==> src/bq_sqrt.sv <==
// floor integer square root, two radicand bits per cycle
// no package use

module bq_sqrt (
	input  logic        clk,
	input  logic        arst_n,
	input  logic        start,
	input  logic [63:0] n,
	output logic        done,
	output logic [31:0] root
);

	logic        busy_q;
	logic        done_q;
	logic [5:0]  cnt_q;
	logic [63:0] n_q;
	logic [63:0] res_q;
	logic [63:0] bit_q;
	logic [63:0] trial;
	logic        ge;

	always_comb begin
		trial = res_q + bit_q;
		ge    = n_q >= trial;
	end

	// control
	always_ff @(posedge clk or negedge arst_n) begin
		if (!arst_n) begin
			busy_q <= 1'b0;
			done_q <= 1'b0;
			cnt_q  <= '0;
		end else begin
			done_q <= 1'b0;
			if (start) begin
				busy_q <= 1'b1;
				cnt_q  <= 6'd32;
			end else if (busy_q) begin
				cnt_q <= cnt_q - 1'b1;
				if (cnt_q == 6'd1) begin
					busy_q <= 1'b0;
					done_q <= 1'b1;
				end
			end
		end
	end

	// datapath
	always_ff @(posedge clk) begin
		if (start) begin
			n_q   <= n;
			res_q <= '0;
			bit_q <= 64'd1 << 62;
		end else if (busy_q) begin
			if (ge) begin
				n_q   <= n_q - trial;
				res_q <= (res_q >> 1) + bit_q;
			end else
				res_q <= res_q >> 1;
			bit_q <= bit_q >> 2;
		end
	end

	assign done = done_q;
	assign root = res_q[31:0];

endmodule
==> config.mk <==
export PLATFORM = sky130hd
export DESIGN_NAME = bq_sqrt
export DESIGN_NICKNAME = d
export VERILOG_FILES = /design/src/bq_sqrt.sv
export SDC_FILE = /design/constraint.sdc
export NUM_CORES = 1
export LEC_CHECK = 0
export BUFFER_PORTS_ARGS = -buffer_cell sky130_fd_sc_hd__buf_4
export CORE_MARGIN = 1.5
export CORE_UTILIZATION = 50
export DETAILED_ROUTE_END_ITERATION = 8
export PLACE_DENSITY_LB_ADDON = 0.05
export SYNTH_ARGS = -nofsm -noshare
export SYNTH_HDL_FRONTEND = slang
export SYNTH_SLANG_ARGS = --single-unit
==> constraint.sdc <==
create_clock -name clk -period 7.9 [get_ports clk]
set_input_delay 1.185 -clock clk [delete_from_list [all_inputs] [get_ports clk]]
set_output_delay 1.185 -clock clk [all_outputs]
set_load 0.01 [all_outputs]
* Yosys cells after proc, flatten, opt, wreduce, memory -nomap -nowiden
Index checks and enable logic that the tools add are counted.
** Storage, ports and cells
- Logic and storage cells :: 27
- Bits of input ports :: 67
- Bits in registers :: 168
** Cells by class
- Muxes and demuxes :: 12
- $add $sub $neg :: 4
- Equality and inequality tests :: 1
- Reduce and logical (&&, ||, !) cells :: 3
- $lt $le $gt $ge :: 1
** Operators by type and width (count)
- 64-bit two-way mux :: 4
- 63-bit by 63-bit adder with 64-bit output :: 1
- 64-bit by 63-bit adder with 64-bit output :: 1
- 64-bit >= comparator :: 1
- 64-bit subtractor :: 1
- 6-bit two-way mux :: 2
- 6-bit by 1-bit equality test with 1-bit output, second input constant :: 1
- 1-bit two-way mux :: 6
- 6-bit by 1-bit subtractor with 6-bit output, second input constant :: 1
- 2-bit nonzero test :: 2
- 2-bit AND reduction :: 1

* Logic depth before layout (Yosys ltp)
Gate-level depths: netlist of run 1.
- Word-level depth :: 5
- Depth in mapped cells :: 24

* Least setup slack after synthesis of run 1
No wires, ideal clock.
- Kind :: register -> register
- From :: register res_q[0]
- To :: register n_q[0], enable pin
- Required time :: 7477 ps
- Period minus slack after synthesis :: 6178 ps
- Stages on the path, launching flop included :: 21
- Setup time :: 423 ps
- Setup slack :: 1722 ps
- Arrival time :: 5755 ps
- Buffers on the path :: 1
- Path through :: dfxtp_1 ha_1 ha_1 a21oi_1 o31a_1 a2bb2oi_1 nor3_1 or3_1 a221oi_1 nor2b_1 xnor2_1 ha_1 and3_1 nand3_1 or3_1 or3_1 o211a_4 a21oi_4 buf_4 o21ai_0 nand2_1
** On the way
- Longest elaborated chain between the ends :: 4
** RTL lines
- start, declared :: line 17 : logic [63:0] res_q;
- start signal, assigned :: line 57 : res_q <= (res_q >> 1) + bit_q;
- start signal, assigned :: line 59 : res_q <= res_q >> 1;
- 64-bit by 63-bit adder with 64-bit output :: line 23 : trial = res_q + bit_q;
- 64-bit >= comparator :: line 24 : ge = n_q >= trial;
- 2-bit nonzero test (no line)
- 2-bit AND reduction (no line)
- end signal, assigned :: line 51 : n_q <= n;
- end signal, assigned :: line 56 : n_q <= n_q - trial;
- end, declared :: line 16 : logic [63:0] n_q;
No other way between the ends.
A chain may end at the register's enable or synchronous reset.

* Worst setup path after layout of run 1
- From :: register res_q[2]
- To :: register res_q[6]
** On the way
- Longest elaborated chain between the ends :: 3
- Elaborated cells on any way between the ends :: 4
- Classes of those cells :: add/sub (2); order compare (1); mux (1)
** RTL lines
- 64-bit by 63-bit adder with 64-bit output :: line 23
- 64-bit >= comparator :: line 24
- 64-bit two-way mux * :: line 55 : if (ge) begin
Mark *: on every way between the ends. The rest lies on a longest branch, timed or not.

==> load_flow_metrics.sql, run 1 <==
INSERT INTO impl_metrics (metric_group, metric, value, unit) VALUES
('drt', 'firstDrtPassIters', '7', ''),
('timing', 'max-slew-margin-rel', '0.406', ''),
('place', 'numPortBuffers', '99', ''),
('timing', 'unrepaired_setup_endpoints_after_global_routing', 'false', ''),
('synthesis', 'synthesis.yosys.warnings', '0', ''),
('grt', 'grt_max_degree', '149', ''),
('clock_tree', 'clkTransAtPathRegs', '0.07', 'ns'),
('timing', 'max_slew.worst_pin.slew', '0.891', 'ns'),
('synthesis', 'synth_largest_type_area_fraction', '0.120', ''),
('final_layout', 'insertedDiodeCount', '0', ''),
('critical_path', 'cpLargestDelayFamily', 'compound AO/OA/AOI/OAI gates', ''),
('clock_tree', 'cts_post_setup_buffers_inserted', '0', ''),
('timing', 'min_period', '6.65', 'ns'),
('grt', 'grt_use_total', '0.296', ''),
('floorplanning', 'floorplan.rows', '65', ''),
('clock_tree', 'clkSinkCount', '168', ''),
('synthesis', 'synth-edff-count', '64', ''),
('final_layout', 'flow.area_growth_from_synthesis', '7.95', '%'),
('clock_tree', 'cts.path.max_buffers', '2', ''),
('power', 'vdd.ir_drop.worst', '0.184', 'mV'),
('clock_tree', 'post_cts.resized_instances', '0', ''),
('synthesis', 'synthDistinctLibCells', '84', ''),
('final_layout', 'instances_no_fill', '2456', ''),
('grt', 'grt_first_pass_wirelength', '78.3', 'mm'),
('grt', 'first_global_vias', '14700', ''),
('run_status', 'run_status', 'finished clean', ''),
('timing', 'final-setup-viol-count', '0', ''),
('synthesis', 'seq_area_frac_synth', '0.253', ''),
('final_layout', 'proportion_of_layout_cells_with_a_drive_suffix_above_1', '0.0896', ''),
('critical_path', 'crit_top_cell', 'sky130_fd_sc_hd__o21ai_0', ''),
('run', 'maxcap_viol_count', '0', ''),
('drt', 'finalWirelength', '49.0', 'mm'),
('critical_path', 'critical_path_buf_inv_count', '1', ''),
('synthesis', 'synthCells', '2062', ''),
('place', 'dp_hpwl', '37.2', 'mm'),
('drt', 'first_iter_violations', '1216', ''),
('floorplanning', 'die_height', '182', 'um'),
('clock_tree', 'clk_root_buffer_cell', 'sky130_fd_sc_hd__clkbuf_16', ''),
('critical_path', 'critical_path_cell_with_the_highest_stage_delay', 'sky130_fd_sc_hd__nor2_2', ''),
('final_layout', 'layout_common_cells', 'sky130_fd_sc_hd__nand2_1, sky130_fd_sc_hd__nor2_1, sky130_fd_sc_hd__o21ai_0', ''),
('synthesis', 'ys_top_cells_by_area', 'sky130_fd_sc_hd__dfxtp_1, sky130_fd_sc_hd__edfxtp_1, sky130_fd_sc_hd__ha_1, sky130_fd_sc_hd__o21ai_0, sky130_fd_sc_hd__nand2_1', ''),
('synthesis', 'net_count_of_the_mapped_netlist', '2262', ''),
('place', 'gp_congestion', '0.966', ''),
('place', 'dp.cells', '2424', ''),
('power', 'powerDensity', '354', 'nW/um^2'),
('floorplanning', 'placeable_core_region', '31600', 'um^2'),
('synthesis', 'synth-seq-cells', '168', ''),
('synthesis', 'synth_top_cell_by_area', 'sky130_fd_sc_hd__dfxtp_1', ''),
('clock_tree', 'cts-hold-fix-buffers', '0', ''),
('critical_path', 'timing.critical_path.required', '8.25', 'ns'),
('timing', 'setup_slack', '1.25', 'ns'),
('timing', 'hold_violations', '0', ''),
('worst_hold_path', 'worstHoldPathType', 'register to register', ''),
('synthesis', 'avgSynthCellArea', '7.76', 'um^2'),
('timing', 'timing.setup.tns', '0', 'ns'),
('synthesis', 'synthFlopType', 'sky130_fd_sc_hd__dfxtp_1', ''),
('timing', 'slew_viol_final', '0', ''),
('power', 'p_leak', '6.79', 'nW'),
('floorplanning', 'start_util', '0.507', ''),
('place', 'cell_area_after_placement', '16700', 'um^2'),
('clock_tree', 'cts-htree-levels', '4', ''),
('critical_path', 'crit_path_max_incr_delay', '0.74', 'ns'),
('synthesis', 'synth-async-reset-ratio', '0.0476', ''),
('drt', 'detail_route.drc_violations', '0', ''),
('timing', 'fin_skew', '0.0169', 'ns'),
('drt', 'detailed_route_via_count', '15600', ''),
('critical_path', 'path_cells', 'ha_1, a31oi_1, a211oi_1, nand3b_1, nand3b_1, a211oi_1, o21ai_0, a21boi_1, a311o_1, ha_1, a21oi_1, o21bai_1, a21oi_1, o21ai_0, nand2_1, nand3_1, nor2_2, buf_12, o21ai_0, a221oi_1', ''),
('grt', 'antenna_found_initial', '0', ''),
('critical_path', 'worstPathArrival', '7.00', 'ns'),
('synthesis', 'synth.cell_area', '16000', 'um^2'),
('clock_tree', 'cts_made_buffers', '17', '');
==> kinds of logic (layout without fill, tap and decap cells) <==
| group | count (synthesis) | count (layout) | synth area share |
|---|---|---|---|
| AND/OR/NAND/NOR | 677 | 677 | 0.196 |
| buffers and inverters | 201 | 193 | 0.0563 |
| adder cells (fa/ha/maj) | 133 | 133 | 0.104 |
| multiplexers | 55 | 55 | 0.0351 |
| flip-flops | 168 | 168 | 0.253 |
| XOR/XNOR | 140 | 140 | 0.0767 |
| AO/OA/AOI/OAI | 688 | 688 | 0.279 |
==> synthesized netlist by cell type (all sizes together) (6+ instances only) <==
cell type	number
nand2	232
nor2	190
o21ai	189
a21oi	135
ha	132
clkbuf	97
dfxtp	96
xor2	75
a31oi	65
xnor2	65
edfxtp	64
buf	52
inv	51
nand4	50
nand3	49
a21o	46
mux2i	46
a211oi	44
nor3	35
o21bai	29
and3	26
a311oi	23
o31ai	18
a221oi	17
or3	17
and2	15
nor4	15
o21a	14
o211ai	13
o22ai	13
a31o	12
nor2b	10
a21boi	9
mux2	9
dfrtp	8
nand2b	7
and4	6
o221ai	6
or4	6
==> per-layer routing <==
layer,global-route usage,up-vias,share of wire
li1,-,7638,-
met1,0.370,7401,0.43
met2,0.521,481,0.49
met3,0.0437,77,0.054
met4,0.0949,0,0.027
met5,0,-,0
==> worst paths after layout <==
| check | startpoint | to | slack [ns] | depth (start not counted) |
|---|---|---|---|---|
| worst min-delay path | res_q[0]$_SDFFE_PP0P_ | res_q[0]$_SDFFE_PP0P_ | 0.52 | 2 |
| worst max-delay path | res_q[2]$_SDFFE_PP0P_ | res_q[6]$_SDFFE_PP0P_ | 1.25 | 20 |
| worst min register to register | res_q[0]$_SDFFE_PP0P_ | res_q[0]$_SDFFE_PP0P_ | 0.52 | 2 |
| max in group asynchronous | arst_n | busy_q$_DFF_PN0_ | 7.21 | 1 |
| worst max register to register | res_q[2]$_SDFFE_PP0P_ | res_q[6]$_SDFFE_PP0P_ | 1.25 | 20 |
| min in group asynchronous | arst_n | cnt_q[0]$_DFFE_PN0P_ | 0.53 | 1 |
==> flip-flops by register name (all words and copies together), names as in the netlist <==
signal,flops
res_q,64
cnt_q,6
bit_q,32
n_q,64
done,1
busy_q,1
==> where the power goes <==
group	internal (mW)	switching [mW]	total, mW
clock	0.495	0.396	0.890
sequential	1.26	0.256	1.52
combinational	1.44	2.26	3.70
total	3.20	2.92	6.11
==> metrics by stage <==
step / hold WS [ns] / total power, mW / utilization
floorplan: 0.478 / 4.25 / -
global placement: 0.491 / 5.16 / 0.528
detailed placement: 0.502 / 5.18 / 0.528
CTS: 0.511 / 6.09 / 0.547
global route: 0.525 / 6.58 / 0.547
finish: 0.516 / 6.11 / 0.547
==> area by class of cell <==
cell class,count,area [um^2],share of cell area
well taps,402,503,0.0291
multi-input cells,1693,11100,0.640
inverters,52,195,0.0113
repair buffers,109,860,0.0498
clock inverters,10,103,0.00594
clock buffers,22,507,0.0293
flip-flops and latches,168,4050,0.234
==> worst reg2reg max path, cell delays in order, from the launching register on <==
cell	delay, ns
sky130_fd_sc_hd__dfxtp_1	0.36
sky130_fd_sc_hd__ha_1	0.35
sky130_fd_sc_hd__a31oi_1	0.15
sky130_fd_sc_hd__a211oi_1	0.67
sky130_fd_sc_hd__nand3b_1	0.15
sky130_fd_sc_hd__nand3b_1	0.28
sky130_fd_sc_hd__a211oi_1	0.19
sky130_fd_sc_hd__o21ai_0	0.70
sky130_fd_sc_hd__a21boi_1	0.27
sky130_fd_sc_hd__a311o_1	0.36
sky130_fd_sc_hd__ha_1	0.39
sky130_fd_sc_hd__a21oi_1	0.25
sky130_fd_sc_hd__o21bai_1	0.09
sky130_fd_sc_hd__a21oi_1	0.24
sky130_fd_sc_hd__o21ai_0	0.15
sky130_fd_sc_hd__nand2_1	0.09
sky130_fd_sc_hd__nand3_1	0.39
sky130_fd_sc_hd__nor2_2	0.74
sky130_fd_sc_hd__buf_12	0.28
sky130_fd_sc_hd__o21ai_0	0.11
sky130_fd_sc_hd__a221oi_1	0.34
No activity file was read; power rests on OpenSTA's default activity.
==> run 2, diff against run 1 <==
Clock period 7.9 ns to 5.7 ns, I/O delays scaled along.
==> load_flow_metrics.sql, run 2 (synthesized netlist as in run 1, its figures left out) <==
INSERT INTO impl_metrics (metric_group, metric, value, unit) VALUES
('run_status', 'run_status', 'finished clean', ''),
('timing', 'fmax', '0.182', 'GHz'),
('drt', 'finalWirelength', '51.2', 'mm'),
('critical_path', 'worst_setup_path_end_kind', 'register', ''),
('timing', 'fin_skew', '0.0114', 'ns'),
('place', 'dp_hpwl', '39.3', 'mm'),
('timing', 'hold_violations', '0', ''),
('clock_tree', 'clkTransAtPathRegs', '0.07', 'ns'),
('final_layout', 'proportion_of_layout_cells_with_a_drive_suffix_above_1', '0.135', ''),
('critical_path', 'cp-start-kind', 'register', ''),
('final_layout', 'flow.area_growth_from_synthesis', '12.8', '%'),
('grt', 'grt_overflow_total', '0', ''),
('critical_path', 'critical_path_buf_inv_count', '1', ''),
('final_layout', 'layout_commonest_cell', 'sky130_fd_sc_hd__nand2_1', ''),
('drt', 'avgRoutedWirePerCell', '20.1', 'um'),
('critical_path', 'worst_r2r_startpoint', 'bit_q[2]$_SDFFE_PP0P_', ''),
('clock_tree', 'clkSinkCount', '168', ''),
('timing', 'timing.setup.tns', '0', 'ns'),
('power', 'powerDensity', '491', 'nW/um^2'),
('critical_path', 'timing.critical_path.required', '5.92', 'ns'),
('timing', 'period_share', '0.965', ''),
('clock_tree', 'clock_tree_from_tritoncts', 'built', ''),
('critical_path', 'worst-path-max-fanout', '10', ''),
('final_layout', 'fin_nets', '2328', ''),
('worst_hold_path', 'worstHoldPathType', 'input pin to asynchronous set/reset pin', ''),
('final_layout', 'layout_common_cells', 'sky130_fd_sc_hd__nand2_1, sky130_fd_sc_hd__buf_4, sky130_fd_sc_hd__nor2_1', ''),
('grt', 'grt_max_degree', '81', ''),
('critical_path', 'crit_path_max_incr_delay', '0.67', 'ns'),
('grt', 'grt_first_pass_wirelength', '81.3', 'mm'),
('critical_path', 'criticalPathCategory', 'register to register', ''),
('floorplanning', 'placeable_core_region', '31600', 'um^2'),
('grt', 'antenna_found_initial', '1', ''),
('place', 'gp_congestion', '0.935', ''),
('critical_path', 'r2r_setup_slack', '0.20', 'ns'),
('power', 'vdd.ir_drop.worst', '0.265', 'mV'),
('clock_tree', 'cts-htree-levels', '4', ''),
('power', 'total_power', '8.86', 'mW'),
('drt', 'firstDrtPassIters', '5', ''),
('critical_path', 'worstPathArrival', '5.73', 'ns'),
('place', 'place_worst_setup_slack', '-0.0634', 'ns'),
('clock_tree', 'worst_skew_pair.late_latency', '0.45', 'ns'),
('grt', 'grt_use_total', '0.308', ''),
('timing', 'final-setup-viol-count', '0', ''),
('timing', 'final.hold.worst_slack', '0.212', 'ns'),
('clock_tree', 'clk_root_buffer_cell', 'sky130_fd_sc_hd__clkbuf_16', ''),
('final_layout', 'top_regs', 'n_q x64, res_q x64, bit_q x32', ''),
('power', 'p_leak', '7.24', 'nW'),
('floorplanning', 'pin_count', '100', ''),
('floorplanning', 'die_w', '182', 'um'),
('run', 'maxcap_viol_count', '0', ''),
('clock_tree', 'cts_made_buffers', '17', ''),
('critical_path', 'critical_path_cell_with_the_highest_stage_delay', 'sky130_fd_sc_hd__a211oi_1', ''),
('drt', 'detail_route.drc_violations', '0', ''),
('clock_tree', 'cts.path.max_buffers', '2', ''),
('final_layout', 'num-fill-cells', '2983', ''),
('drt', 'first_iter_violations', '1308', ''),
('critical_path', 'path_cells', 'ha_1, a31oi_1, a211oi_1, nand3b_1, nand3b_1, a211oi_1, buf_4, xor2_1, ha_1, a211o_1, a21oi_1, nand3_1, or2_2, o21a_1, o41ai_1, a21oi_1, a311oi_1', ''),
('drt', 'route.detailed.vias_per_inst', '6.28', ''),
('floorplanning', 'start_util', '0.507', ''),
('timing', 'setup_slack', '0.197', 'ns'),
('timing', 'min_period', '5.50', 'ns'),
('floorplanning', 'die_height', '182', 'um'),
('floorplanning', 'floorplan.rows', '65', ''),
('critical_path', 'r2r.worst_path.cells', '17', ''),
('timing', 'slew_viol_final', '0', ''),
('timing', 'max-slew-margin-rel', '0.359', ''),
('timing', 'max_slew.worst_pin.slew', '0.961', 'ns'),
('grt', 'first_global_vias', '15400', ''),
('drt', 'detailed_route_via_count', '16000', ''),
('drt', 'final_antenna_net_count', '0', ''),
('critical_path', 'cpLargestDelayFamily', 'compound AO/OA/AOI/OAI gates', ''),
('critical_path', 'regToRegEndpoint', 'n_q[62]$_DFFE_PP_', ''),
('place', 'numPortBuffers', '99', ''),
('floorplanning', 'die_area', '33100', 'um^2');
[run 2: worst max path at each step]
| stage | slack (ns) | start | to | depth (start not counted) |
|---|---|---|---|---|
| after floorplan | 0.11 | res_q[0]$_SDFFE_PP0P_ | n_q[0]$_DFFE_PP_ | 20 |
| after CTS | 0.05 | res_q[0]$_SDFFE_PP0P_ | res_q[27]$_SDFFE_PP0P_ | 21 |
| after global routing | -0.04 | res_q[0]$_SDFFE_PP0P_ | res_q[27]$_SDFFE_PP0P_ | 21 |
| after detailed placement | -0.06 | res_q[0]$_SDFFE_PP0P_ | res_q[26]$_SDFFE_PP0P_ | 21 |
| final | 0.20 | bit_q[2]$_SDFFE_PP0P_ | n_q[62]$_DFFE_PP_ | 17 |
| after global placement | 0.04 | res_q[0]$_SDFFE_PP0P_ | res_q[26]$_SDFFE_PP0P_ | 21 |
[run 2: power breakdown]
| group | switching [mW] | total (mW) | internal, mW |
|---|---|---|---|
| registers | 0.292 | 2.04 | 1.75 |
| logic | 3.34 | 5.58 | 2.24 |
| clock network | 0.561 | 1.24 | 0.681 |
| total | 4.19 | 8.86 | 4.67 |
[run 2: through the flow]
stage               utilization  cell area, um^2  cells
detailed placement        0.548            17300   2508
finish                    0.572            18000   2544
global placement          0.548            17300   2508
floorplan                     -            16000   2062
global route              0.572            18000   2543
CTS                       0.568            17900   2540
[run 2: final cells by class]
| class | instances | area [um^2] | area share |
|---|---|---|---|
| diodes | 1 | 2.50 | 0.000139 |
| clock buffers | 23 | 542 | 0.0300 |
| clock inverters | 9 | 72.6 | 0.00402 |
| inverters | 52 | 195 | 0.0108 |
| multi-input cells | 1693 | 11200 | 0.619 |
| flip-flops and latches | 168 | 4050 | 0.224 |
| well taps | 402 | 503 | 0.0279 |
| repair buffers | 196 | 1510 | 0.0839 |
[run 2: what timing repair did]
| item | CTS | global route |
|---|---|---|
| gates resized for setup | 2 | 21 |
| pin swaps | 1 | 9 |
| hold buffers | 0 | 0 |
| buffers inserted | 0 | 3 |
| endpoints found under the setup margin | 5 | 138 |
[run 2: per-layer routing]
metal | part of all wire | wire [um] | track usage | vias to the layer above
li1 | - | - | - | 7820
met1 | 0.42 | 21400 | 0.369 | 7539
met2 | 0.49 | 25200 | 0.545 | 502
met3 | 0.049 | 2520 | 0.0457 | 111
met4 | 0.041 | 2120 | 0.139 | 0
met5 | 0 | 0 | 0 | -
==> run 3, diff against run 2 <==
Settings changed: CELL_PAD_IN_SITES_DETAIL_PLACEMENT set to 0, CELL_PAD_IN_SITES_GLOBAL_PLACEMENT set to 1, CORE_UTILIZATION 50 to 42.
==> load_flow_metrics.sql, run 3 (synthesized netlist as in run 1, its figures left out) <==
INSERT INTO impl_metrics (metric_group, metric, value, unit) VALUES
('power', 'switching_power', '4.24', 'mW'),
('floorplanning', 'die_area', '39300', 'um^2'),
('run', 'maxcap_viol_count', '0', ''),
('drt', 'firstDrtPassIters', '5', ''),
('clock_tree', 'cts_made_buffers', '17', ''),
('timing', 'max_slew.worst_pin.slew', '0.933', 'ns'),
('floorplanning', 'die_height', '198', 'um'),
('place', 'place_worst_setup_slack', '-0.104', 'ns'),
('drt', 'avgRoutedWirePerCell', '20.3', 'um'),
('grt', 'grt_first_pass_wirelength', '84.9', 'mm'),
('final_layout', 'fin_nets', '2348', ''),
('timing', 'min_period', '5.47', 'ns'),
('drt', 'first_iter_violations', '1033', ''),
('run_status', 'run_status', 'finished clean', ''),
('timing', 'setup_slack', '0.235', 'ns'),
('clock_tree', 'worst_skew_pair.late_latency', '0.47', 'ns'),
('critical_path', 'criticalPathCategory', 'register to register', ''),
('place', 'numPortBuffers', '99', ''),
('timing', 'final.hold.worst_slack', '0.194', 'ns'),
('critical_path', 'worstPathArrival', '5.84', 'ns'),
('clock_tree', 'cts-htree-levels', '4', ''),
('power', 'combinational_share_of_power', '0.641', ''),
('power', 'clock_power_share', '0.130', ''),
('grt', 'first_global_vias', '15400', ''),
('drt', 'route.detailed.vias_per_inst', '5.95', ''),
('critical_path', 'critical_path_buf_inv_count', '3', ''),
('critical_path', 'crit_path_max_incr_delay', '0.51', 'ns'),
('power', 'powerDensity', '484', 'nW/um^2'),
('power', 'total_power', '8.84', 'mW'),
('clock_tree', 'clk_root_buffer_cell', 'sky130_fd_sc_hd__clkbuf_16', ''),
('grt', 'antenna_found_initial', '0', ''),
('clock_tree', 'clock_tree_from_tritoncts', 'built', ''),
('power', 'internal-power', '4.60', 'mW'),
('drt', 'detailed_route_via_count', '15900', ''),
('drt', 'detailroute.wirelength.met2', '26.8', 'mm'),
('clock_tree', 'clkTransAtPathRegs', '0.07', 'ns'),
('floorplanning', 'pin_count', '100', ''),
('critical_path', 'timing.critical_path.required', '6.07', 'ns'),
('final_layout', 'layout_common_cells', 'sky130_fd_sc_hd__nand2_1, sky130_fd_sc_hd__buf_4, sky130_fd_sc_hd__nor2_1', ''),
('power', 'p_leak', '7.31', 'nW'),
('final_layout', 'insertedDiodeCount', '0', ''),
('critical_path', 'worst_setup_path_end_kind', 'register', ''),
('critical_path', 'cpLargestDelayFamily', 'compound AO/OA/AOI/OAI gates', ''),
('drt', 'wl_met1', '22.9', 'mm'),
('floorplanning', 'die_w', '198', 'um'),
('timing', 'final-setup-viol-count', '0', ''),
('grt', 'grt_max_degree', '90', ''),
('drt', 'finalWirelength', '54.2', 'mm'),
('final_layout', 'proportion_of_layout_cells_with_a_drive_suffix_above_1', '0.142', ''),
('timing', 'fmax', '0.183', 'GHz'),
('clock_tree', 'cts.path.max_buffers', '2', ''),
('floorplanning', 'floorplan.rows', '71', ''),
('timing', 'fin_skew', '0.0128', 'ns'),
('critical_path', 'path_cells', 'ha_1, a31oi_1, buf_4, o21bai_1, a31oi_1, buf_4, nor2_1, a21oi_1, o21a_1, o21ai_0, a21oi_1, xor2_1, ha_1, and3_1, nand3_1, or3_4, or3_1, o211a_4, a21oi_4, nor2_2, buf_12, or4_1, a311oi_1', ''),
('drt', 'top_layer_used', 'met4', ''),
('final_layout', 'top_regs', 'n_q x64, res_q x64, bit_q x32', ''),
('timing', 'period_share', '0.959', ''),
('worst_hold_path', 'worstHoldPathType', 'input pin to asynchronous set/reset pin', ''),
('place', 'dp_hpwl', '41.6', 'mm'),
('timing', 'hold_violations', '0', ''),
('final_layout', 'layout_commonest_cell', 'sky130_fd_sc_hd__nand2_1', ''),
('timing', 'max-slew-margin-rel', '0.378', ''),
('critical_path', 'critical_path_cell_with_the_highest_stage_delay', 'sky130_fd_sc_hd__or4_1', ''),
('critical_path', 'cp-start-kind', 'register', ''),
('drt', 'detail_route.drc_violations', '0', ''),
('floorplanning', 'start_util', '0.426', ''),
('grt', 'grt_use_total', '0.278', ''),
('timing', 'slew_viol_final', '0', ''),
('power', 'p_seq_frac', '0.230', ''),
('floorplanning', 'placeable_core_region', '37600', 'um^2'),
('power', 'vdd.ir_drop.worst', '0.266', 'mV'),
('drt', 'final_antenna_net_count', '0', ''),
('grt', 'grt_overflow_total', '0', ''),
('power', 'power.share.switching', '0.480', ''),
('critical_path', 'worst-path-max-fanout', '36', ''),
('place', 'gp_congestion', '0.944', ''),
('final_layout', 'flow.area_growth_from_synthesis', '14.1', '%'),
('clock_tree', 'clkSinkCount', '168', ''),
('drt', 'wl_met3', '2.56', 'mm');
-- run 3: cell count changes in the layout (fill, tap and decap cells not counted), sizes merged --
| cell | before | now |
|---|---|---|
| clkinv | 5 | 6 |
| inv | 56 | 58 |
| clkinvlp | 0 | 1 |
| diode | 1 | 0 |
| buf | 196 | 216 |
| clkbuf | 23 | 19 |
-- run 3: timing repair --
| action | in CTS | in global routing |
|---|---|---|
| setup endpoints to repair | 21 | 134 |
| hold buffers | 0 | 0 |
| resized for setup | 5 | 15 |
| setup buffers | 1 | 3 |
| pin swaps | 1 | 7 |
-- run 3: routing by layer --
metal | up-vias | global-route usage
met3 | 92 | 0.0472
met1 | 7537 | 0.335
met5 | - | 0
met4 | 0 | 0.107
li1 | 7846 | -
met2 | 412 | 0.492
-- run 3: power groups by stage --
stage	sequential, mW	clock (mW)	combinational [mW]
6_report	2.03	1.15	5.66
4_1_cts	2.03	1.17	5.60
3_5_place_dp	2.05	0	5.56
3_3_place_gp	2.05	0	5.55
2_1_floorplan	1.93	0	3.95
5_1_grt	2.07	1.21	6.25
-- run 3: path summary, 6_finish.rpt --
check                           slack (ns)  cells past startpoint                      to             startpoint
max in group asynchronous             5.36                      1        busy_q$_DFF_PN0_                 arst_n
min in group clk                      0.52                      2    cnt_q[5]$_DFFE_PN0P_   cnt_q[5]$_DFFE_PN0P_
worst max register to register        0.23                     23  res_q[27]$_SDFFE_PP0P_  bit_q[2]$_SDFFE_PP0P_
worst min register to register        0.52                      2    cnt_q[5]$_DFFE_PN0P_   cnt_q[5]$_DFFE_PN0P_
worst min-delay path                  0.19                      1          done$_DFF_PN0_                 arst_n
worst max-delay path                  0.23                     23  res_q[27]$_SDFFE_PP0P_  bit_q[2]$_SDFFE_PP0P_
-- run 3: layout make-up --
| type | instances | area [um^2] |
|---|---|---|
| Clock inverter | 13 | 93.8 |
| Clock buffer | 19 | 443 |
| Timing Repair Buffer | 216 | 1690 |
| Inverter | 52 | 195 |
| Tap cell | 511 | 639 |
| Multi-Input combinational cell | 1693 | 11100 |
| Fill cell | 3823 | 19300 |
| Sequential cell | 168 | 4050 |
-- run 3: worst register-to-register path, delay by kind of cell, from the launching register on --
family	cells	cell delay, ns
xor gates and xnor gates	1	0.17
adders and majority gates	2	0.64
AOI/OAI and AO/OA	10	1.96
and+or+nand+nor	7	1.78
DFF	1	0.32
buffers and inverters	3	0.51
-- run 3: metrics by stage --
step	util	setup TNS, ns	std cells	instance area [um^2]
finish	0.486	0	2672	18300
global route	0.486	-0.0258	2672	18300
detailed placement	0.468	-0.196	2636	17600
global placement	0.468	-0.0583	2636	17600
floorplan	-	0	2062	16000
CTS	0.484	0	2669	18200
